## src/rtl/core/cvr_pkg.sv

```systemverilog
package cvr_pkg;

  localparam int MAX_ITERATIONS = 16;
  localparam int SAMPLE_WIDTH   = 16;
  localparam int ANGLE_W        = 16;
  localparam int ITER_W         = $clog2(MAX_ITERATIONS);
  localparam int LAST_W         = 4;
  localparam int GAIN_W         = 15;
  localparam int CFG_DATA_W     = GAIN_W;
  localparam int CFG_IDX_W      = 1;
  // three guard bits above the sample range cover pre-rotation and cordic gain
  localparam int XY_W           = SAMPLE_WIDTH + 3;
  localparam int ACC_W          = ANGLE_W + 1;
  localparam int RES_W          = SAMPLE_WIDTH + 1;
  localparam int PROD_W         = XY_W + GAIN_W + 1;

  localparam int ANGLE_HALF_PI  = 12868;
  localparam int ANGLE_PI       = 25736;
  localparam int LAST_RESET     = 15;
  localparam int GAIN_RESET     = 19899;

  typedef enum logic [CFG_IDX_W-1:0] {
    REG_LAST_ITER = 1'b0,
    REG_GAIN      = 1'b1
  } cfg_reg_e;

  typedef enum logic {
    OP_VECTOR = 1'b0,
    OP_ROTATE = 1'b1
  } opcode_e;

  typedef struct packed {
    opcode_e                   op;
    logic signed [XY_W-1:0]    x;
    logic signed [XY_W-1:0]    y;
    logic signed [ACC_W-1:0]   acc;
    logic signed [ANGLE_W-1:0] t;
  } cell_data_t;

  // atan(2^-i) in q3.13, rounded to nearest
  function automatic logic signed [ACC_W-1:0] atan_rom(logic [ITER_W-1:0] idx);
    logic signed [ACC_W-1:0] r;
    case (int'(idx))
      0:       r = ACC_W'(6434);
      1:       r = ACC_W'(3798);
      2:       r = ACC_W'(2007);
      3:       r = ACC_W'(1019);
      4:       r = ACC_W'(511);
      5:       r = ACC_W'(256);
      6:       r = ACC_W'(128);
      7:       r = ACC_W'(64);
      8:       r = ACC_W'(32);
      9:       r = ACC_W'(16);
      10:      r = ACC_W'(8);
      11:      r = ACC_W'(4);
      12:      r = ACC_W'(2);
      13:      r = ACC_W'(1);
      default: r = '0;
    endcase
    return r;
  endfunction

endpackage

```

## src/rtl/core/cvr_scale.sv

```systemverilog
module cvr_scale (
  input  logic                                 clk_i,
  input  logic                                 rst_ni,
  input  logic                                 en_i,
  input  logic [cvr_pkg::GAIN_W-1:0]           gain_i,
  input  logic                                 valid_i,
  input  cvr_pkg::cell_data_t                  data_i,
  output logic                                 valid_o,
  output logic signed [cvr_pkg::RES_W-1:0]     x_o,
  output logic signed [cvr_pkg::RES_W-1:0]     y_o,
  output logic signed [cvr_pkg::ANGLE_W-1:0]   phase_o
);
  import cvr_pkg::*;

  localparam int SUM_W = PROD_W + 1;

  function automatic logic signed [RES_W-1:0] round_sat(logic signed [PROD_W-1:0] p);
    logic signed [SUM_W-1:0] s;
    logic signed [SUM_W-1:0] hi;
    s  = (SUM_W'(p) + SUM_W'(16384)) >>> 15;
    hi = (SUM_W'(1) <<< (RES_W - 1)) - SUM_W'(1);
    if (s > hi) begin
      return RES_W'(hi);
    end else if (s < -hi - SUM_W'(1)) begin
      return RES_W'(-hi - SUM_W'(1));
    end
    return RES_W'(s);
  endfunction

  logic signed [GAIN_W:0]    gain_s;
  logic signed [PROD_W-1:0]  px_d, py_d, px_q, py_q;
  logic signed [ACC_W-1:0]   acc_q;
  logic signed [ACC_W:0]     phase_neg;
  opcode_e                   op_q;
  logic                      mul_valid_q, out_valid_q;
  logic signed [RES_W-1:0]   x_q, y_q;
  logic signed [ANGLE_W-1:0] phase_q, phase_d;

  always_comb begin
    gain_s = $signed({1'b0, gain_i});
    px_d   = PROD_W'(data_i.x) * PROD_W'(gain_s);
    py_d   = PROD_W'(data_i.y) * PROD_W'(gain_s);

    phase_neg = -(ACC_W + 1)'(acc_q);
    if (phase_neg > (ACC_W + 1)'(ANGLE_PI)) begin
      phase_d = ANGLE_W'(ANGLE_PI);
    end else if (phase_neg < -(ACC_W + 1)'(ANGLE_PI)) begin
      phase_d = -ANGLE_W'(ANGLE_PI);
    end else begin
      phase_d = ANGLE_W'(phase_neg);
    end
  end

  always_ff @(posedge clk_i or negedge rst_ni) begin
    if (!rst_ni) begin
      mul_valid_q <= 1'b0;
      out_valid_q <= 1'b0;
    end else if (en_i) begin
      mul_valid_q <= valid_i;
      out_valid_q <= mul_valid_q;
    end
  end

  always_ff @(posedge clk_i) begin
    if (en_i) begin
      px_q  <= px_d;
      py_q  <= py_d;
      acc_q <= data_i.acc;
      op_q  <= data_i.op;
      x_q   <= round_sat(px_q);
      if (op_q == OP_VECTOR) begin
        y_q     <= '0;
        phase_q <= phase_d;
      end else begin
        y_q     <= round_sat(py_q);
        phase_q <= '0;
      end
    end
  end

  assign valid_o = out_valid_q;
  assign x_o     = x_q;
  assign y_o     = y_q;
  assign phase_o = phase_q;
endmodule

```

## config.mk

```make
export PLATFORM = sky130hd
export DESIGN_NAME = cvr_scale
export DESIGN_NICKNAME = d
export VERILOG_FILES = /design/src/rtl/core/cvr_pkg.sv /design/src/rtl/core/cvr_scale.sv
export SDC_FILE = /design/constraint.sdc
export NUM_CORES = 2
export LEC_CHECK = 0
export ABC_CLOCK_PERIOD_IN_PS = 5300
export BUFFER_PORTS_ARGS = -buffer_cell sky130_fd_sc_hd__buf_2
export CAP_MARGIN = 25
export CORE_UTILIZATION = 45
export CTS_BUF_LIST = sky130_fd_sc_hd__clkbuf_8 sky130_fd_sc_hd__clkbuf_16
export CTS_CLUSTER_SIZE = 12
export DETAILED_ROUTE_END_ITERATION = 12
export SYNTH_ARGS = -nofsm -noshare
export SYNTH_HDL_FRONTEND = slang
export SYNTH_SLANG_ARGS = --single-unit
export TNS_END_PERCENT = 30
```

## constraint.sdc

```tcl
create_clock -name clk_i -period 5.3 [get_ports clk_i]
set_clock_uncertainty 0.2 [all_clocks]
set_input_delay 0 -clock clk_i [delete_from_list [all_inputs] [get_ports clk_i]]
set_output_delay 0 -clock clk_i [all_outputs]
set_load 0.02 [all_outputs]
```

==> metrics.md <==
| Metric | Value |
|---|---|
| CTS tree | done |
| Post-synth EDFFs | between 100 and 150 |
| Post-synth ARST share | ~1.8% |
| Post-Synth Simple-Gate Area | between 10% and 20% |
| Final worst slack | -228.1 ps |
| Share of cells above drive strength 1 | between 10% and 20% |
| Post-synthesis xor/xnor area fraction | 3.109% |
| Sequential cell area fraction in the yosys report | 12.80% |
| Fill cell count | about 5100 |
| Highest clock rate | between 0.15 and 0.2 GHz |
| Clk_lat worst skew | between 400 and 500 ps |
| Aggregate global routing overflow | 0 |
| Max Slew Vio Count | 0 |
| Worst Hold Class | input port to flip-flop |
| H-tree levels | 3 |
| Most common cell after layout, fill and taps aside | inv_1 |
| Post-Synth Adder-Cell Area | around half |
| GRT Overall Usage | between 20% and 30% |
| First-pass GRT wire length | roughly 110 mm |
| Unique masters post-synth | a little under 80 |
| PortBufs | between 100 and 150 |
| Post-route clock period utilization | 104.3% |
| Crit start category | input port |
| Die Y | about 240 um |
| Most used cells in the layout excluding fill and tap cells | inv_1, fa_1, nand2_1, buf_4, and2_1 |
| Worst-path cell chain | buf_12, buf_6, and2_4, fa_1, inv_1, fa_2, fa_2, fa_1, inv_2, fa_1, inv_1, fa_1, inv_2, ha_4, o21a_1, o211ai_1, a21oi_2, o221a_4, a21oi_4, o31ai_4, buf_4, nor4b_1, or4_1 |
| Avg WL per Cell | between 15 and 20 um |
| Buf+Inv Stages, Crit Path | 7 |
| Total core area | approximately 0.058 mm^2 |
| CTS clk-pin slew, worst paths | around 90 ps |
| Final Wtd Congestion | ~0.87 |
| Clock buffer depth | 2 |
| DRT Pass-1 Iters | 6 |
| Slowest CP cell | fa_2 |
| Largest net degree at the start of global routing | 66 |
| Die width | around 240 um |
| Status | finished, violations left |
| Top Ports | about 140 |
| Dominant synthesized flop cell | edfxtp_1 |
| Root Driver | clkbuf_16 |
| Synth Area in Compound Gates | around 5.7% |
| Nets@finish | 3965 |
| Delay of the slowest critical-path stage | 530 ps |
| Warnings, synthesis | 0 |
| Mean Syn Cell Area | approximately 9.5 um^2 |
| Design Area, Final | 0.03161 mm^2 |
| Initial DRC Count | approximately 1100 |
| Post-Syn Nets | about 3600 |
| Final HPWL DP | 51.50 mm |
| CP top delay family | adder cells |
| Layout area overhead | 20.64% |
| Worst-Margin Slew | roughly 1000 ps |
| #FFs+latches synth | between 100 and 150 |
| Starting Density | a little under half |
| Crit path capture type | flip-flop |
| Syn Inst Count | around 2800 |
| Final hold vios | 0 |
| Worst slack, placed | -974.0 ps |
| Mapped Area | approximately 0.026 mm^2 |
| Worst Setup Path Type | input port to flip-flop |
| Routed wire length | between 60 and 70 mm |
| DRC errors left | 0 |
| Rows | 88 |
| Die area | around 0.059 mm^2 |
| Cell mode on critical path | fa_1 |
| Via density | 5.015 |
| CTS sink cnt | about 110 |
| Number of CTS-inserted buffers | 9 |
| Vias in the first global route | approximately 21000 |
| Min Tclk post-route | 5528 ps |
| Combinational family with the most area after synthesis | adder cells |
| Unrepaired setup endpoints after global routing | true |
| Max-cap viol count | 0 |
| Crit path DAT | 5470 ps |
| Setup violators final | 20 |
| Failing checks | negative setup slack |
| Initial antenna violation count | 1 |
| Data required, critical path | roughly 5200 ps |
| Vias post-DR | just under 20000 |
| Multiplexer area fraction after synthesis | less than 1% |
| CP Max Fanout | 8 |
| ANT nets after route | 0 |
| Dpl cell area | 0.02981 mm^2 |
| Slew headroom | 33.12% |
final timing paths:
check | end | startpoint | depth (start not counted) | slack [ps]
worst max-delay path | px_q[31] | gain_i[6] | 23 | -230
worst min-delay path | op_q | data_i[71] | 2 | 110
worst max register to register | phase_o[4] | acc_q[0] | 9 | 1770
worst min register to register | valid_o | mul_valid_q | 1 | 310
max in group asynchronous | mul_valid_q | rst_ni | 3 | 4520
min in group asynchronous | valid_o | rst_ni | 3 | 260
routing by layer:
metal	part of all wire, %	vias to the layer above	GRT usage (%)
met5	0	-	0
met4	1.7	0	5.734
met3	3.6	46	1.873
met2	51	363	39.15
met1	43	10153	29.63
li1	-	9011	-
state kept, by name, indices dropped and copies added (netlist names):
register and cells:
py_q 21, valid_o 1, phase_o 16, x_o 17
y_o 17, op_q 1, acc_q 17, mul_valid_q 1
px_q 21
cells by family (layout without fill, tap and decap cells):
group | count (synthesis) | in the layout
buffers and inverters | 808 | 1182
and+or+nand+nor | 784 | 784
adders and majority gates | 742 | 742
AOI/OAI and AO/OA | 222 | 222
DFF | 112 | 112
xor gates and xnor gates | 93 | 93
muxes | 2 | 2
other | 0 | 1
synth_stat cells, types with 24 or more instances:
| cell type | number | area, um^2 |
|---|---|---|
| fa_1 | 568 | 11370 |
| o21ai_0 | 60 | 300.3 |
| nand3_1 | 24 | 120.1 |
| nor2_1 | 45 | 168.9 |
| inv_1 | 693 | 2601 |
| nand2_1 | 368 | 1381 |
| clkbuf_1 | 107 | 401.6 |
| xor2_1 | 31 | 271.5 |
| and2_1 | 251 | 1570 |
| ha_1 | 174 | 2177 |
| xnor2_1 | 62 | 543.0 |
| edfxtp_1 | 110 | 3303 |
| a21oi_1 | 44 | 220.2 |
per-stage QoR:
step	hold slack, ps	TNS [ps]	utilization (%)	std cells
after CTS	80.93	-1259	54.02	3885
after global routing	111.7	-6917	54.88	3902
after floorplan	-495.6	-6814	-	2763
after detailed placement	-412.8	-29170	51.77	3821
after global placement	-416.8	-26210	51.76	3820
final	106.8	-1671	54.89	3903
timing repair:
item | 4_1_cts | 5_1_grt
resized for setup | 131 | 78
gates cloned | 4 | 3
buffers inserted | 22 | 14
pin swaps | 40 | 68
hold buffers | 22 | 0
hold endpoints to repair | 66 | 0
setup endpoints to repair | 36 | 36
layout make-up:
class	instances	area [um^2]	share of cell area, %
clock buffer	9	225.2	0.7125
sequential	112	3353	10.61
timing repair buffer	473	3953	12.50
multi-input combinational	1843	20440	64.67
antenna	1	2.502	0.007917
clock inverter	7	73.82	0.2336
tap	765	957.2	3.028
inverter	693	2601	8.230
worst register-to-register path: stages (launching register included):
cell and delay, ps:
edfxtp_1 460, inv_1 130, ha_1 270, nor2b_1 200, o21ai_0 430, nor2_1 80
o31ai_1 600, a221oi_2 200, o31ai_4 510, o21ba_1 210
Power is left out: the tool's default activity adds up to more than one toggle a clock period on the data nets, which glitch-free logic cannot reach.
