<file path="src/rtl/core/cvr_pkg.sv">
package cvr_pkg;

  localparam int MAX_ITERATIONS = 16;
  localparam int SAMPLE_WIDTH   = 16;
  localparam int ANGLE_W        = 16;
  localparam int ITER_W         = $clog2(MAX_ITERATIONS);
  localparam int LAST_W         = 4;
  localparam int GAIN_W         = 15;
  localparam int CFG_DATA_W     = GAIN_W;
  localparam int CFG_IDX_W      = 1;
  // three guard bits above the sample range cover pre-rotation and cordic gain
  localparam int XY_W           = SAMPLE_WIDTH + 3;
  localparam int ACC_W          = ANGLE_W + 1;
  localparam int RES_W          = SAMPLE_WIDTH + 1;
  localparam int PROD_W         = XY_W + GAIN_W + 1;

  localparam int ANGLE_HALF_PI  = 12868;
  localparam int ANGLE_PI       = 25736;
  localparam int LAST_RESET     = 15;
  localparam int GAIN_RESET     = 19899;

  typedef enum logic [CFG_IDX_W-1:0] {
    REG_LAST_ITER = 1'b0,
    REG_GAIN      = 1'b1
  } cfg_reg_e;

  typedef enum logic {
    OP_VECTOR = 1'b0,
    OP_ROTATE = 1'b1
  } opcode_e;

  typedef struct packed {
    opcode_e                   op;
    logic signed [XY_W-1:0]    x;
    logic signed [XY_W-1:0]    y;
    logic signed [ACC_W-1:0]   acc;
    logic signed [ANGLE_W-1:0] t;
  } cell_data_t;

  // atan(2^-i) in q3.13, rounded to nearest
  function automatic logic signed [ACC_W-1:0] atan_rom(logic [ITER_W-1:0] idx);
    logic signed [ACC_W-1:0] r;
    case (int'(idx))
      0:       r = ACC_W'(6434);
      1:       r = ACC_W'(3798);
      2:       r = ACC_W'(2007);
      3:       r = ACC_W'(1019);
      4:       r = ACC_W'(511);
      5:       r = ACC_W'(256);
      6:       r = ACC_W'(128);
      7:       r = ACC_W'(64);
      8:       r = ACC_W'(32);
      9:       r = ACC_W'(16);
      10:      r = ACC_W'(8);
      11:      r = ACC_W'(4);
      12:      r = ACC_W'(2);
      13:      r = ACC_W'(1);
      default: r = '0;
    endcase
    return r;
  endfunction

endpackage

</file>
<file path="src/rtl/core/cvr_cell.sv">
module cvr_cell (
  input  logic                          clk_i,
  input  logic                          rst_ni,
  input  logic                          en_i,
  input  logic [cvr_pkg::ITER_W-1:0]    idx_i,
  input  logic [cvr_pkg::ITER_W-1:0]    last_i,
  input  logic                          valid_i,
  input  cvr_pkg::cell_data_t           data_i,
  output logic                          valid_o,
  output cvr_pkg::cell_data_t           data_o
);
  import cvr_pkg::*;

  logic signed [XY_W-1:0]    xs, ys;
  logic signed [ACC_W:0]     err;
  logic signed [ACC_W-1:0]   step;
  logic                      neg;
  cell_data_t                data_d, data_q;
  logic                      valid_q;

  always_comb begin
    xs   = data_i.x >>> idx_i;
    ys   = data_i.y >>> idx_i;
    step = atan_rom(idx_i);
    err  = (ACC_W + 1)'(data_i.t) - (ACC_W + 1)'(data_i.acc);
    if (data_i.op == OP_VECTOR) begin
      neg = (data_i.y >= 0);
    end else begin
      neg = (err < 0);
    end

    data_d = data_i;
    // cells past the programmed last index pass the vector through
    if (idx_i <= last_i) begin
      if (neg) begin
        data_d.x   = data_i.x + ys;
        data_d.y   = data_i.y - xs;
        data_d.acc = data_i.acc - step;
      end else begin
        data_d.x   = data_i.x - ys;
        data_d.y   = data_i.y + xs;
        data_d.acc = data_i.acc + step;
      end
    end
  end

  always_ff @(posedge clk_i or negedge rst_ni) begin
    if (!rst_ni) begin
      valid_q <= 1'b0;
    end else if (en_i) begin
      valid_q <= valid_i;
    end
  end

  always_ff @(posedge clk_i) begin
    if (en_i) begin
      data_q <= data_d;
    end
  end

  assign valid_o = valid_q;
  assign data_o  = data_q;
endmodule

</file>
<file path="config.mk">
export PLATFORM = sky130hd
export DESIGN_NAME = cvr_cell
export DESIGN_NICKNAME = d
export VERILOG_FILES = /design/src/rtl/core/cvr_pkg.sv /design/src/rtl/core/cvr_cell.sv
export SDC_FILE = /design/constraint.sdc
export NUM_CORES = 1
export LEC_CHECK = 0
export ABC_AREA = 1
export BUFFER_PORTS_ARGS = -buffer_cell sky130_fd_sc_hd__buf_2
export CAP_MARGIN = 15
export CELL_PAD_IN_SITES_DETAIL_PLACEMENT = 0
export CELL_PAD_IN_SITES_GLOBAL_PLACEMENT = 1
export CORE_MARGIN = 1.5
export CORE_UTILIZATION = 37
export CTS_CLUSTER_SIZE = 30
export DETAILED_ROUTE_END_ITERATION = 6
export MAX_ROUTING_LAYER = met4
export PLACE_DENSITY = 0.88
export SKIP_CTS_REPAIR_TIMING = 1
export SYNTH_ARGS = -nofsm -noshare
export SYNTH_HDL_FRONTEND = slang
export SYNTH_SLANG_ARGS = --single-unit
</file>
<file path="constraint.sdc">
create_clock -name clk_i -period 0.8 [get_ports clk_i]
set_input_delay 0.12 -clock clk_i [delete_from_list [all_inputs] [get_ports clk_i]]
set_output_delay 0.12 -clock clk_i [all_outputs]
set_load 0.005 [all_outputs]
</file>
==> flow_summary.rst <==
.. list-table::
   :header-rows: 1

   * - Metric
     - Value
   * - Flip-flop and latch count after synthesis
     - between 70 and 80
   * - Antenna violations before repair
     - 3
   * - Synthesized net count
     - 1487
   * - CTS tree
     - done
   * - Violated checks
     - negative hold slack, negative setup slack
   * - Dominant delay contributor by cell family on the critical path
     - simple AND/OR/NAND/NOR gates
   * - Mapped Area
     - 8770 sq um
   * - Worst setup timing slack at the placement stage
     - -3.13 ns
   * - Most numerous cell on the critical path
     - nand2_1
   * - Initial DRC Count
     - 735
   * - DIE WIDTH
     - 157 microns
   * - Count of maximum capacitance violations
     - 0
   * - Root cell of the clock tree
     - clkbuf_16
   * - Longest Clk Path Bufs
     - 2
   * - Sequential area share after synthesis
     - 0.249
   * - Post-layout utilization of the core
     - 0.674
   * - Cell with the biggest individual delay on the critical path
     - ha_4
   * - Achievable clock frequency
     - 284 MHz
   * - DR WL/cell
     - 16.2 microns
   * - Synthesis-to-finish area growth
     - 79.9%
   * - Final worst setup slack
     - -2.72 ns
   * - Final number of setup-violating endpoints
     - 128
   * - Final cell area excluding filler cells
     - between 15000 and 20000 sq um
   * - Starting density of the core
     - 0.375
   * - Setup repair after global routing missed its margin
     - yes
   * - Share of layout cells above drive strength 1
     - 0.519
   * - Vias
     - 11600
   * - CTS buffer count
     - 9
   * - Delay of the slowest critical-path stage
     - around 0.29 ns
   * - Core region area
     - 23400 sq um
   * - Overall die area
     - roughly 25000 sq um
   * - Crit path max fanout
     - 9
   * - Count of nets left with antenna violations after detail routing
     - 0
   * - Post-DP HPWL
     - 25.2 mm
   * - Class of the worst hold path
     - input port to register
   * - Aggregate global routing overflow
     - 0
   * - Placed Instance Area
     - 13300 sq um
   * - Worst slew margin
     - 0.697
   * - Remaining routing DRC violations
     - 0
   * - Die Y-Extent
     - 157 microns
   * - CP Buf/Inv Count
     - 8
   * - Global-route wire length before repair
     - 48.8 mm
   * - Worst-skew pair later-pin latency
     - ~0.35 ns
   * - Final critical delay including setup and external delays
     - 3.52 ns
   * - DR vias/cell
     - 5.23
   * - Count of H-tree levels built during CTS
     - 3
   * - Sink Count
     - 73
   * - Post-synthesis cell count
     - 1317
   * - WP data required
     - 0.92 ns
   * - Final Hold Violating Endpoints
     - 1
   * - Measured slew at the worst slew-check pin
     - approximately 0.45 ns
   * - Count of boundary I/O pins
     - 157
   * - Number of global-route vias before repair
     - 10500
   * - Post-synth top flop
     - edfxtp_1
   * - Worst endpoint data arrival time
     - 3.63 ns
   * - Number of library cell types mapped by synthesis
     - 47
   * - DRT Pass-1 Iters
     - 6
   * - Share of flip-flops with an asynchronous set or reset after synthesis
     - 0.0137
   * - Startpoint-to-endpoint class of the critical path
     - input port to register
   * - Gr usage total
     - 0.256
   * - Standard-cell rows
     - 56
   * - Category of the worst setup path launch point
     - input port
   * - Pin count of the biggest net entering global routing
     - 48
   * - Share of the cycle needed by the critical path after routing
     - 4.40
   * - Quantity of I/O buffers inserted on ports
     - roughly 160
   * - Nets
     - 2056
   * - Outcome
     - complete, but fails checks
   * - Post-synth EDFFs
     - 72
   * - Routed wire length
     - 35.8 mm
   * - Post-route clock skew
     - 0 ns
   * - IR drop worst, VDD
     - 0.980 mV
   * - Average cell area after synthesis
     - 6.66 sq um
   * - Kind of end point of the critical path
     - register
   * - CTS clk-pin slew, worst paths
     - 0.08 ns
   * - Number of warning messages in the yosys log
     - 0
   * - Final GP Congestion
     - 0.979
   * - Smallest hold slack
     - -0.000694 ns
   * - Pwr dens
     - 1780 nW/um^2
   * - Static leakage power
     - around 7.7 nW
   * - Max Transition Viols Final
     - 0
==> cell families after synthesis <==
family          count (synthesis)  synth area share
compound gates                236             0.148
mux                             2           0.00257
fa+ha+maj                      86             0.125
flops                          73             0.249
xor+xnor                       63            0.0629
buf+inv                       176            0.0841
simple gates                  681             0.328
==> cell usage after synthesis, types with 2 or more instances <==
| master | count | area share |
|---|---|---|
| nand2_1 | 402 | 0.17 |
| nand3_1 | 157 | 0.090 |
| inv_1 | 127 | 0.054 |
| o21ai_0 | 94 | 0.054 |
| a21oi_1 | 87 | 0.050 |
| ha_1 | 83 | 0.12 |
| nor2_1 | 76 | 0.033 |
| edfxtp_1 | 72 | 0.25 |
| xor2_1 | 46 | 0.046 |
| buf_2 | 21 | 0.012 |
| xnor2_1 | 17 | 0.017 |
| clkbuf_1 | 15 | 0.0064 |
| o21ai_1 | 10 | 0.0057 |
| nand2_2 | 9 | 0.0064 |
| nand4_1 | 9 | 0.0064 |
| a31oi_1 | 8 | 0.0057 |
| or2_2 | 7 | 0.0050 |
| nor3_1 | 6 | 0.0034 |
| buf_4 | 5 | 0.0043 |
| nor2_2 | 5 | 0.0036 |
| o21bai_1 | 5 | 0.0043 |
| o31ai_1 | 5 | 0.0043 |
| a21o_1 | 4 | 0.0034 |
| buf_6 | 4 | 0.0051 |
| nor4_1 | 4 | 0.0029 |
| o22ai_1 | 4 | 0.0029 |
| a21boi_0 | 3 | 0.0026 |
| fa_1 | 3 | 0.0068 |
| o211ai_1 | 3 | 0.0026 |
| a41oi_1 | 2 | 0.0020 |
| buf_1 | 2 | 0.00086 |
| mux2_2 | 2 | 0.0026 |
| nor2_4 | 2 | 0.0026 |
| nor3_2 | 2 | 0.0023 |
| o21a_1 | 2 | 0.0017 |
| o221ai_1 | 2 | 0.0020 |
| o311ai_0 | 2 | 0.0020 |
==> layout make-up <==
| class | instances | area (sq um) |
|---|---|---|
| repair buffers | 604 | 4710 |
| fillers | 1817 | 7620 |
| multi-input cells | 1068 | 7620 |
| diodes | 3 | 7.51 |
| clock buffers | 9 | 225 |
| well taps | 319 | 399 |
| inverters | 129 | 554 |
| repair inverters | 1 | 16.3 |
| clock inverters | 7 | 61.3 |
| flip-flops and latches | 73 | 2190 |
==> layout by cell type, fill, tap and decap left out, types with 17 or more instances in the layout <==
master and count:
o21ai_1 55, nand2_2 81, buf_4 393, nand3_1 109, o21ai_0 21, a21oi_1 48, o21ai_2 25, buf_6 32
nor2_1 51, nand2_1 313, edfxtp_1 72, buf_2 135, xor2_1 45, nand2_4 17, inv_1 81, nor2_4 23
ha_1 53, buf_12 19, inv_2 35, a21oi_2 31, ha_4 28, nand3_2 46
==> sequential cells by signal, indices dropped and copies added, names as in the netlist <==
register	flops
data_o	72
valid_o	1
==> where the power goes <==
part	switching (mW)	total [mW]	internal (mW)
Clock	2.01	4.18	2.17
Sequential	0.187	5.43	5.24
Combinational	9.37	18.4	9.06
Total	11.6	28.0	16.5
==> layer usage <==
metal  vias to the layer above  track usage  part of all wire
li1                       5606            -                 -
met1                      5444        0.294              0.40
met2                       415        0.458              0.51
met3                        98       0.0347             0.053
met4                         0       0.0875             0.037
met5                         -            -                 0
==> final timing paths <==
kind / startpoint / endpoint / slack, ns / depth (start not counted)
min in group asynchronous: rst_ni / valid_o$_DFFE_PN0P_ / 0.08 / 2
setup / recovery: idx_i[0] / data_o[70]$_DFFE_PP_ / -2.72 / 31
hold / removal: data_i[1] / data_o[1]$_DFFE_PP_ / -0.0007 / 1
max in group asynchronous: rst_ni / valid_o$_DFFE_PN0P_ / 0.64 / 2
hold reg to reg: valid_o$_DFFE_PN0P_ / valid_o$_DFFE_PN0P_ / 0.53 / 1
setup reg to reg: valid_o$_DFFE_PN0P_ / valid_o$_DFFE_PN0P_ / 0.04 / 1
==> per-stage QoR <==
stage / power [mW] / setup TNS, ns / hold slack (ns) / std cells
finish: 28.0 / -135.12 / -0.000694 / 2213
global route: 29.8 / -147.22 / -0.00568 / 2213
CTS: 24.4 / -140.52 / -0.480 / 2143
detailed placement: 20.1 / -150.30 / -0.103 / 2127
global placement: 19.8 / -146.61 / -0.106 / 2127
floorplan: 13.4 / -112.32 / -0.176 / 1317
Note: power is estimated with default switching activity, not from simulation.
