`src/rtl/core/cvr_pkg.sv`:
```
package cvr_pkg;

  localparam int MAX_ITERATIONS = 16;
  localparam int SAMPLE_WIDTH   = 16;
  localparam int ANGLE_W        = 16;
  localparam int ITER_W         = $clog2(MAX_ITERATIONS);
  localparam int LAST_W         = 4;
  localparam int GAIN_W         = 15;
  localparam int CFG_DATA_W     = GAIN_W;
  localparam int CFG_IDX_W      = 1;
  // three guard bits above the sample range cover pre-rotation and cordic gain
  localparam int XY_W           = SAMPLE_WIDTH + 3;
  localparam int ACC_W          = ANGLE_W + 1;
  localparam int RES_W          = SAMPLE_WIDTH + 1;
  localparam int PROD_W         = XY_W + GAIN_W + 1;

  localparam int ANGLE_HALF_PI  = 12868;
  localparam int ANGLE_PI       = 25736;
  localparam int LAST_RESET     = 15;
  localparam int GAIN_RESET     = 19899;

  typedef enum logic [CFG_IDX_W-1:0] {
    REG_LAST_ITER = 1'b0,
    REG_GAIN      = 1'b1
  } cfg_reg_e;

  typedef enum logic {
    OP_VECTOR = 1'b0,
    OP_ROTATE = 1'b1
  } opcode_e;

  typedef struct packed {
    opcode_e                   op;
    logic signed [XY_W-1:0]    x;
    logic signed [XY_W-1:0]    y;
    logic signed [ACC_W-1:0]   acc;
    logic signed [ANGLE_W-1:0] t;
  } cell_data_t;

  // atan(2^-i) in q3.13, rounded to nearest
  function automatic logic signed [ACC_W-1:0] atan_rom(logic [ITER_W-1:0] idx);
    logic signed [ACC_W-1:0] r;
    case (int'(idx))
      0:       r = ACC_W'(6434);
      1:       r = ACC_W'(3798);
      2:       r = ACC_W'(2007);
      3:       r = ACC_W'(1019);
      4:       r = ACC_W'(511);
      5:       r = ACC_W'(256);
      6:       r = ACC_W'(128);
      7:       r = ACC_W'(64);
      8:       r = ACC_W'(32);
      9:       r = ACC_W'(16);
      10:      r = ACC_W'(8);
      11:      r = ACC_W'(4);
      12:      r = ACC_W'(2);
      13:      r = ACC_W'(1);
      default: r = '0;
    endcase
    return r;
  endfunction

endpackage

```
`src/rtl/core/cvr_prerot.sv`:
```
module cvr_prerot (
  input  logic                              clk_i,
  input  logic                              rst_ni,
  input  logic                              en_i,
  input  logic                              valid_i,
  input  logic                              opcode_i,
  input  logic signed [cvr_pkg::SAMPLE_WIDTH-1:0] i_sample_i,
  input  logic signed [cvr_pkg::SAMPLE_WIDTH-1:0] q_sample_i,
  input  logic signed [cvr_pkg::ANGLE_W-1:0]      target_angle_i,
  output logic                              valid_o,
  output cvr_pkg::cell_data_t               data_o
);
  import cvr_pkg::*;

  logic signed [XY_W-1:0]    a_ext, b_ext, one;
  logic signed [ANGLE_W-1:0] t_sat;
  cell_data_t                data_d, data_q;
  logic                      valid_q;

  always_comb begin
    a_ext = XY_W'(i_sample_i);
    b_ext = XY_W'(q_sample_i);
    one   = XY_W'(1) <<< (SAMPLE_WIDTH - 1);

    if (target_angle_i > ANGLE_W'(ANGLE_PI)) begin
      t_sat = ANGLE_W'(ANGLE_PI);
    end else if (target_angle_i < -ANGLE_W'(ANGLE_PI)) begin
      t_sat = -ANGLE_W'(ANGLE_PI);
    end else begin
      t_sat = target_angle_i;
    end

    data_d.op = opcode_e'(opcode_i);
    data_d.t  = t_sat;
    if (opcode_e'(opcode_i) == OP_VECTOR) begin
      // left half plane is turned by a quarter first
      if (a_ext < 0) begin
        if (b_ext > 0) begin
          data_d.x   = b_ext;
          data_d.y   = -a_ext;
          data_d.acc = -ACC_W'(ANGLE_HALF_PI);
        end else begin
          data_d.x   = -b_ext;
          data_d.y   = a_ext;
          data_d.acc = ACC_W'(ANGLE_HALF_PI);
        end
      end else begin
        data_d.x   = a_ext;
        data_d.y   = b_ext;
        data_d.acc = '0;
      end
    end else begin
      if (t_sat > ANGLE_W'(ANGLE_HALF_PI)) begin
        data_d.x   = '0;
        data_d.y   = one;
        data_d.acc = ACC_W'(ANGLE_HALF_PI);
      end else if (t_sat < -ANGLE_W'(ANGLE_HALF_PI)) begin
        data_d.x   = '0;
        data_d.y   = -one;
        data_d.acc = -ACC_W'(ANGLE_HALF_PI);
      end else begin
        data_d.x   = one;
        data_d.y   = '0;
        data_d.acc = '0;
      end
    end
  end

  always_ff @(posedge clk_i or negedge rst_ni) begin
    if (!rst_ni) begin
      valid_q <= 1'b0;
    end else if (en_i) begin
      valid_q <= valid_i;
    end
  end

  always_ff @(posedge clk_i) begin
    if (en_i) begin
      data_q <= data_d;
    end
  end

  assign valid_o = valid_q;
  assign data_o  = data_q;
endmodule

```
`config.mk`:
```
export PLATFORM = sky130hd
export DESIGN_NAME = cvr_prerot
export DESIGN_NICKNAME = d
export VERILOG_FILES = /design/src/rtl/core/cvr_pkg.sv /design/src/rtl/core/cvr_prerot.sv
export SDC_FILE = /design/constraint.sdc
export NUM_CORES = 1
export LEC_CHECK = 0
export BUFFER_PORTS_ARGS = -buffer_cell sky130_fd_sc_hd__buf_2
export CAP_MARGIN = 20
export CORE_UTILIZATION = 30
export DETAILED_ROUTE_END_ITERATION = 12
export GPL_TIMING_DRIVEN = 0
export PLACE_DENSITY = 0.51
export SYNTH_ARGS = -nofsm -noshare
export SYNTH_HDL_FRONTEND = slang
export SYNTH_SLANG_ARGS = --single-unit
```
`constraint.sdc`:
```
create_clock -name clk_i -period 1.8 [get_ports clk_i]
set_input_delay 0.36 -clock clk_i [delete_from_list [all_inputs] [get_ports clk_i]]
set_output_delay 0.36 -clock clk_i [all_outputs]
set_load 0.05 [all_outputs]
```
==> impl_metrics.csv, run 1 <==
group,metric,value,unit
place,place_area,4380,um2
sta,hold_violations,0,
synthesis,synth_top_area_share,50.0,%
synthesis,yosys_warnings,0,
setup_path,arrival,2.30,ns
sta,fmax,451,MHz
synthesis,syn_inst,345,
worst_hold_path,hp-class,"input pin to flop",
worst_hold_path,hold_end,"data_o[71]",
cts,clock-sinks,59,
sta,fin_ws,-0.415,ns
floorplanning,fp.dieW,110,um
final_layout,syn_to_final_growth,58.1,%
setup_path,path_buf_inv,1,
synthesis,ys_async_sr_fraction,1.69,%
global_route,grt_pass1_wl,16700,um
cts,clk_latency,0.33,ns
detailed_routing,ant_nets,0,
final_layout,multi_input_area,2000,um2
synthesis,synth-edff-count,58,
detailed_routing,drt_iter0_markers,148,
cts,clockBufferDepth,2,
cts,clk_pin_slew_worst_paths,0.05,ns
setup_path,cp_max_fo,3,
final_layout,seq_area,1770,um2
floorplanning,rows,38,
final_layout,drive_gt1_share,54.4,%
sta,post-route-min-period,2.21,ns
global_route,grt.met1_usage,24.8,%
detailed_routing,drt-vias-per-instance,5.26,
final_layout,nets,573,
flow_run,cap_violations,0,
global_route,grt_max_degree,41,
synthesis,ys_seq_area_share,50.7,%
setup_path,worst_path_most_repeated_cell,"a41o_1",
place,dp.cells,612,
setup_path,r2r_start,"valid_o",
cts,htree_levels,3,
sta,worstMarginPinSlew,0.710,ns
global_route,grt_util_all_layers,18.6,%
setup_path,cp_cell_sequence,"buf_8 -> a41o_1 -> nand3_2 -> a21oi_2 -> o31ai_2 -> ha_1 -> or3b_4 -> a41oi_4 -> a2111oi_4 -> a41o_1",
setup_path,path_class,"input pin to flop",
sta,rsz0062_at_grt,"yes",
setup_path,reg2reg_slack,1.06,ns
global_route,antenna_found_initial,0,
floorplanning,die_h,110,um
setup_path,crit_family,"compound AO/OA/AOI/OAI gates",
global_route,met3_usage,4.74,%
global_route,busiest_layer,"met2",
final_layout,nFillCells,1020,
final_layout,diodes,0,
setup_path,critPathRequiredTime,1.89,ns
synthesis,ys.flop_type,"edfxtp_1",
setup_path,startpoint_type,"input pin",
global_route,overflow,0,
power,leakagePower,2.18,nW
detailed_routing,dr.pass1.iters,4,
setup_path,reg2regPathDepth,1,
final_layout,fin_area,5510,um2
synthesis,synth_area,3480,um2
place,io_buffers,123,
final_layout,instances_no_fill,662,
synthesis,synth_area_leaders,"edfxtp_1, nor2_1, a211oi_1",
sta,relSlewSlack,52.7,%
floorplanning,start_util,31.4,%
setup_path,worstSetupEndpointType,"flop",
global_route,grtUsageMet2,28.7,%
setup_path,cp_slowest_cell,"or3b_4",
floorplanning,io_pins,126,
synthesis,synthDistinctLibCells,54,
synthesis,synth-seq-cells,59,
sta,fin_crit_sh,123,%
detailed_routing,wl_per_cell,17.3,um
floorplanning,die_area,12000,um2
cts,cts_tree,"yes",
worst_hold_path,hold_depth,1,
setup_path,critPathMaxStageDelay,0.39,ns
synthesis,synthTopCellsByCount,"nor2_1, edfxtp_1, a211oi_1, o21ai_0, clkbuf_1",
detailed_routing,vias,3481,
worst_hold_path,hp-start,"opcode_i",
detailed_routing,routed_wl,11500,um
place,place_hpwl,7730,um
synthesis,post-synth-top-count-cell,"nor2_1",
outcome,violations,"negative setup slack",
floorplanning,core,11100,um2
synthesis,synth_top_area_cell,"edfxtp_1",
setup_path,worstReg2RegEnd,"valid_o",
cts,numCtsBuffers,9,
cts,cts_root_buf,"clkbuf_16",
outcome,status,"complete, but fails checks",
setup_path,cp_num_cells,10,
detailed_routing,drc,0,
place,place_congestion,0.911,
sta,slew_violations,0,
power,p_per_area,876,nW/um2
synthesis,postSynthAreaPerCell,10.1,um2
global_route,grt_pass1_vias,3170,
sta,finalSetupViolCount,43,
sta,skew,0,ns
final_layout,fin_util,49.7,%
power,vdd_drop_max,0.375,mV
[metrics by stage]
stage	total power, mW	hold WS, ns	worst slack, ns	TNS (ns)
2_1_floorplan	2.62	0.0644	-0.569	-12.18
3_3_place_gp	2.98	0.135	-1.06	-32.78
6_report	4.83	0.239	-0.415	-6.72
4_1_cts	4.79	0.235	-0.414	-4.21
3_5_place_dp	2.99	0.138	-1.09	-31.89
5_1_grt	5.01	0.241	-0.479	-9.44
[final cells by class]
type,count,share of cell area [%]
Multi-Input combinational cell,246,36.4
Sequential cell,59,32.1
Timing Repair Buffer,160,18.8
Clock buffer,10,4.16
Buffer,30,3.43
Tap cell,140,3.18
Clock inverter,6,1.20
Inverter,11,0.750
[cells by family after synthesis]
logic type,share of synthesized area [%]
and+or+nand+nor,19.5
AOI/OAI and AO/OA,17.5
DFF,50.7
buffers and inverters,6.18
xor gates and xnor gates,3.77
muxes,1.19
adders and majority gates,1.08
other,0.108
[how the worst max path moves through the flow]
stage	from	endpoint	slack, ns
after floorplan	target_angle_i[3]	data_o[67]	-0.57
after global placement	q_sample_i[8]	data_o[63]	-1.06
after detailed placement	q_sample_i[8]	data_o[63]	-1.09
after CTS	target_angle_i[6]	data_o[67]	-0.41
after global routing	target_angle_i[6]	data_o[67]	-0.48
final	target_angle_i[6]	data_o[67]	-0.41
[power breakdown]
part           internal (mW)  switching (mW)  leakage (nW)
registers               1.67          0.0377         0.575
logic                  0.434            1.02          1.47
clock network           1.07           0.601         0.135
[layout by cell type, fill, tap and decap left out, drive strengths merged, types with 4 or more instances in the layout]
cell / n
buf: 177
nor2: 59
edfxtp: 58
a211oi: 24
clkbuf: 22
o21ai: 21
nand2: 14
or3: 13
a21oi: 12
inv: 11
xnor2: 11
a311oi: 11
nor3: 10
nor4: 8
xor2: 4
conb: 4
or2: 4
nand3: 4
[layer usage]
layer / vias up / wire [um]
met2: 144 / 5470
met4: 0 / 229
met1: 1673 / 5050
li1: 1644 / -
met5: - / 0
met3: 20 / 702
[registers in the layout (all words and copies together) (netlist names)]
register  cells
data_o       58
valid_o       1
[timing repair]
action | in CTS | in global routing
buffers inserted | 24 | 11
resized for setup | 96 | 46
pin swaps | 56 | 42
endpoints found under the hold margin | 1 | 0
endpoints found under the setup margin | 40 | 35
hold buffers | 1 | 0
(Power assumes the default switching activity.)
==> inputs of run 2 (changes only) <==
==> constraint.sdc (replaced) <==
create_clock -name clk_i -period 1.8 [get_ports clk_i]
set_input_delay 0.18 -clock clk_i [delete_from_list [all_inputs] [get_ports clk_i]]
set_output_delay 0.18 -clock clk_i [all_outputs]
set_load 0.05 [all_outputs]
==> impl_metrics.csv, run 2 (same netlist as run 1, synthesis figures left out) <==
group,metric,value,unit
sta,skew,0,ns
setup_path,critPathMaxStageDelay,0.40,ns
sta,rsz0062_at_grt,"yes",
place,place_congestion,0.868,
global_route,grt_pass1_wl,16300,um
sta,hold_violations,0,
power,leakagePower,2.05,nW
cts,cts_tree,"yes",
global_route,grt_util_all_layers,18.4,%
floorplanning,fp.dieW,110,um
floorplanning,io_pins,126,
sta,relSlewSlack,54.8,%
global_route,overflow,0,
place,place_area,4380,um2
setup_path,startpoint_type,"input pin",
setup_path,cp_cell_sequence,"buf_8 -> a41o_1 -> nand3_2 -> a21oi_2 -> o31ai_2 -> ha_1 -> or3b_4 -> a41oi_4 -> a2111oi_4 -> a41o_1",
detailed_routing,ant_nets,0,
final_layout,syn_to_final_growth,49.1,%
floorplanning,die_area,12000,um2
final_layout,mostFrequentLayoutCells,"buf_2, edfxtp_1, nor2_1",
detailed_routing,drt_iter0_markers,181,
detailed_routing,vias,3355,
setup_path,reg2reg_slack,1.06,ns
final_layout,drive_gt1_share,45.3,%
power,p_per_area,963,nW/um2
power,vdd_drop_max,0.431,mV
setup_path,cp_slowest_cell,"or3b_4",
place,place_hpwl,7860,um
floorplanning,start_util,31.4,%
sta,fin_crit_sh,116,%
place,io_buffers,123,
global_route,grt_pass1_vias,3074,
floorplanning,rows,38,
sta,finalSetupViolCount,12,
setup_path,crit_family,"compound AO/OA/AOI/OAI gates",
sta,slew_violations,0,
cts,clk_pin_slew_worst_paths,0.05,ns
setup_path,critPathRequiredTime,1.87,ns
detailed_routing,drt-vias-per-instance,5.19,
cts,clock-sinks,59,
cts,clk_latency,0.33,ns
final_layout,layout_commonest_cell,"buf_2",
final_layout,nets,558,
detailed_routing,dr.pass1.iters,4,
sta,holdWs,0.0523,ns
final_layout,fin_util,46.9,%
cts,htree_levels,3,
cts,numCtsBuffers,9,
final_layout,fin_area,5190,um2
setup_path,arrival,2.15,ns
setup_path,worstSetupEndpointType,"flop",
setup_path,cp_max_fo,3,
sta,setup_tns,-1.75,ns
setup_path,path_class,"input pin to flop",
setup_path,worst_path_most_repeated_cell,"a41o_1",
worst_hold_path,hp-class,"input pin to flop",
detailed_routing,drc,0,
flow_run,cap_violations,0,
final_layout,diodes,0,
floorplanning,core,11100,um2
global_route,grt_max_degree,33,
sta,fmax,480,MHz
sta,post-route-min-period,2.09,ns
outcome,violations,"negative setup slack",
floorplanning,die_h,110,um
sta,fin_ws,-0.285,ns
global_route,antenna_found_initial,0,
detailed_routing,wl_per_cell,17.1,um
detailed_routing,routed_wl,11100,um
sta,worstMarginPinSlew,0.678,ns
final_layout,largest_register_ffs,58,
cts,cts_root_buf,"clkbuf_16",
outcome,status,"complete, but fails checks",
cts,clockBufferDepth,2,
setup_path,path_buf_inv,1,
==> run 2: per-stage QoR <==
| step | power [mW] | instances | worst slack, ns |
|---|---|---|---|
| 4_1_cts | 4.97 | 637 | -0.276 |
| 6_report | 5.00 | 646 | -0.285 |
| 2_1_floorplan | 2.62 | 348 | -0.389 |
| 5_1_grt | 5.17 | 646 | -0.404 |
| 3_3_place_gp | 2.98 | 611 | -0.878 |
| 3_5_place_dp | 2.99 | 612 | -0.923 |
==> run 2: power breakdown <==
part / internal [mW] / switching [mW] / total (mW)
clock network: 1.33 / 0.595 / 1.93
logic: 0.386 / 0.986 / 1.37
registers: 1.67 / 0.0371 / 1.70
total: 3.38 / 1.62 / 5.00
==> run 2: timing repair <==
action	CTS	global route
pin swaps	14	24
cloned	0	1
gates resized for setup	34	50
hold endpoints to repair	1	0
setup buffers	9	10
hold buffers	1	0
endpoints found under the setup margin	35	36
==> run 2: path summary, 6_finish.rpt <==
| check | startpoint | endpoint | cells after the start |
|---|---|---|---|
| max in group asynchronous | rst_ni | valid_o | 2 |
| max reg2reg | valid_o | valid_o | 1 |
| min reg2reg | valid_o | valid_o | 1 |
| min | opcode_i | data_o[71] | 1 |
| max | target_angle_i[3] | data_o[67] | 10 |
| min in group asynchronous | rst_ni | valid_o | 2 |
==> run 2: per-layer routing <==
metal	global-route usage, %	vias up	wire, um
met5	0	-	0
met4	6.86	0	182
met3	4.03	15	679
li1	-	1613	-
met1	25.5	1596	5150
met2	28.0	131	5050
==> run 2: final cells by class <==
type	instances	area, um2
buffer	31	191
clock buffer	9	225
clock inverter	6	105
fill	1077	5880
inverter	11	41.3
multi-input combinational	246	1810
sequential	59	1770
tap	140	175
timing repair buffer	144	878
==> inputs of run 3 (changes only) <==
--- a/config.mk
+++ b/config.mk
@@ -5,12 +5,14 @@
 export SDC_FILE = /design/constraint.sdc
 export NUM_CORES = 1
 export LEC_CHECK = 0
+export ABC_AREA = 1
 export BUFFER_PORTS_ARGS = -buffer_cell sky130_fd_sc_hd__buf_2
 export CAP_MARGIN = 20
 export CORE_UTILIZATION = 30
 export DETAILED_ROUTE_END_ITERATION = 12
 export GPL_TIMING_DRIVEN = 0
-export PLACE_DENSITY = 0.51
+export PLACE_DENSITY = 0.5
+export RECOVER_POWER = 25
 export SYNTH_ARGS = -nofsm -noshare
 export SYNTH_HDL_FRONTEND = slang
 export SYNTH_SLANG_ARGS = --single-unit
==> impl_metrics.csv, run 3 <==
group,metric,value,unit
outcome,status,"complete, but fails checks",
outcome,violations,"negative setup slack",
place,place_hpwl,8320,um
final_layout,largest_register_ffs,58,
cts,clk_latency,0.33,ns
power,vdd_drop_max,0.397,mV
synthesis,synth-seq-cells,59,
final_layout,diodes,0,
global_route,grt_max_degree,36,
detailed_routing,drt_iter0_markers,212,
setup_path,worstReg2RegEnd,"valid_o",
sta,holdWs,0.0752,ns
sta,rsz0062_at_grt,"yes",
power,p_per_area,920,nW/um2
floorplanning,die_h,114,um
global_route,grt_pass1_vias,3322,
sta,hold_violations,0,
detailed_routing,routed_wl,11300,um
floorplanning,fp.dieW,114,um
floorplanning,core,12100,um2
synthesis,yosys_warnings,0,
setup_path,cp_cell_sequence,"buf_8 -> nand2_4 -> o21ai_2 -> nand3_2 -> a21oi_2 -> o31ai_1 -> ha_1 -> buf_6 -> nor2_4 -> nor3_2 -> nand3_1 -> nor2_1 -> nand2_1 -> nor2_2 -> nor2_4 -> nand3_4 -> nand3_1",
final_layout,syn_to_final_growth,40.2,%
power,power,4.84,mW
detailed_routing,drc,0,
sta,slew_violations,0,
synthesis,synth_top_area_share,46.4,%
sta,relSlewSlack,8.21,%
setup_path,endpoint,"data_o[48]",
place,dp.cells,746,
setup_path,arrival,2.20,ns
flow_run,cap_violations,0,
detailed_routing,dr.pass1.iters,5,
sta,post-route-min-period,2.13,ns
synthesis,synth_area,3750,um2
final_layout,drive_gt1_share,38.0,%
synthesis,synth_area_leaders,"edfxtp_1, nor2_1, inv_1",
final_layout,nFillCells,1241,
final_layout,nets,662,
synthesis,synthTopCellsByCount,"nor2_1, inv_1, edfxtp_1, nand2_1, a21oi_1",
setup_path,startpoint_type,"input pin",
synthesis,ys.flop_type,"edfxtp_1",
cts,clk_pin_slew_worst_paths,0.05,ns
floorplanning,rows,40,
global_route,antenna_found_initial,0,
final_layout,instances_no_fill,779,
detailed_routing,wl_per_cell,14.6,um
floorplanning,die_area,13000,um2
place,io_buffers,122,
sta,worstMarginPinSlew,1.38,ns
final_layout,mostFrequentLayoutCells,"buf_2, nor2_1, inv_1",
worst_hold_path,hp-class,"input pin to flop",
global_route,grt_pass1_wl,16800,um
detailed_routing,ant_nets,0,
sta,finalSetupViolCount,8,
synthesis,ys_seq_area_share,47.1,%
place,dp_slack,-0.725,ns
setup_path,critPathMaxStageDelay,0.38,ns
setup_path,critPathRequiredTime,1.88,ns
cts,clockBufferDepth,2,
final_layout,layout_commonest_cell,"buf_2",
global_route,overflow,0,
setup_path,cp_slowest_cell,"ha_1",
setup_path,path_class,"input pin to flop",
sta,fin_ws,-0.326,ns
synthesis,synth_top_area_cell,"edfxtp_1",
synthesis,postSynthAreaPerCell,8.30,um2
setup_path,cp_max_fo,5,
final_layout,fin_area,5260,um2
setup_path,r2r_start,"valid_o",
global_route,grt_util_all_layers,17.1,%
setup_path,crit_start,"target_angle_i[4]",
cts,cts_root_buf,"clkbuf_16",
synthesis,synth-edff-count,58,
sta,fin_crit_sh,118,%
sta,fmax,470,MHz
synthesis,syn_inst,452,
detailed_routing,vias,3583,
setup_path,reg2reg_slack,1.04,ns
setup_path,worstSetupEndpointType,"flop",
place,place_congestion,0.850,
detailed_routing,drt-vias-per-instance,4.60,
cts,cts_tree,"yes",
place,place_area,4640,um2
setup_path,reg2regPathDepth,1,
cts,clock-sinks,59,
setup_path,crit_family,"simple AND/OR/NAND/NOR gates",
setup_path,cp_num_cells,17,
setup_path,path_buf_inv,2,
cts,htree_levels,3,
synthesis,synthDistinctLibCells,36,
floorplanning,start_util,31.0,%
floorplanning,io_pins,126,
cts,numCtsBuffers,9,
sta,skew,0,ns
synthesis,post-synth-top-count-cell,"nor2_1",
synthesis,ys_async_sr_fraction,1.69,%
power,leakagePower,2.44,nW
[run 3: cell count changes in the layout (fill, tap and decap cells not counted), sizes merged, moves of 4 or more]
cell,change
a211oi,-24
a21oi,+21
a311oi,-11
clkbuf,-4
inv,+56
nand2,+48
nand3,+26
nor2,+15
nor4,-6
o21ai,+11
or3,-13
xnor2,-11
xor2,+21
[run 3: what timing repair did]
action | CTS | global route
pin swaps | 14 | 17
cloned | 1 | 1
resized for setup | 32 | 28
endpoints found under the setup margin | 10 | 26
endpoints found under the hold margin | 1 | 0
hold buffers | 1 | 0
setup buffers | 7 | 7
[run 3: area by class of cell]
type                       instances  area [um2]  share of cell area, %
timing repair buffer             140         795                   15.1
inverter                          67         254                   4.83
sequential                        59        1770                   33.6
clock buffer                      10         229                   4.36
buffer                            30         205                   3.90
tap                              168         210                   4.00
multi-input combinational        299        1740                   33.1
clock inverter                     6        56.3                   1.07
[run 3: how the worst min path moves through the flow]
stage | start | to | slack (ns) | depth (start not counted)
final | opcode_i | data_o[71] | 0.08 | 1
after global routing | opcode_i | data_o[71] | 0.09 | 1
after CTS | opcode_i | data_o[71] | 0.07 | 1
after detailed placement | rst_ni | valid_o | -0.04 | 1
after global placement | rst_ni | valid_o | -0.05 | 1
after floorplan | rst_ni | valid_o | -0.12 | 0
[run 3: cell families (layout without fill, tap and decap cells)]
group | after synthesis | in the layout | synth area share, %
DFF | 59 | 59 | 47.1
AOI/OAI and AO/OA | 76 | 76 | 11.1
and+or+nand+nor | 190 | 190 | 22.6
other | 1 | 4 | 0.100
buffers and inverters | 97 | 253 | 12.0
xor gates and xnor gates | 25 | 25 | 5.84
adders and majority gates | 3 | 3 | 1.00
muxes | 1 | 1 | 0.300
[run 3: power by group]
part / leakage, nW / total (mW) / switching [mW] / internal, mW
combinational: 1.73 / 1.45 / 1.05 / 0.401
clock: 0.140 / 1.67 / 0.617 / 1.06
sequential: 0.575 / 1.71 / 0.0381 / 1.67
[run 3: metrics by stage]
step	util (%)	setup TNS [ns]
2_1_floorplan	-	-1.70
3_3_place_gp	38.2	-12.23
3_5_place_dp	38.3	-12.51
4_1_cts	42.1	-1.67
5_1_grt	43.4	-2.92
6_report	43.4	-2.03
[run 3: routing by layer]
metal	vias to the layer above	part of all wire, %	GRT usage (%)
met5	-	0	0
met4	0	2.1	6.23
met3	17	7.3	4.04
met2	147	44	26.1
met1	1631	47	23.7
li1	1788	-	-
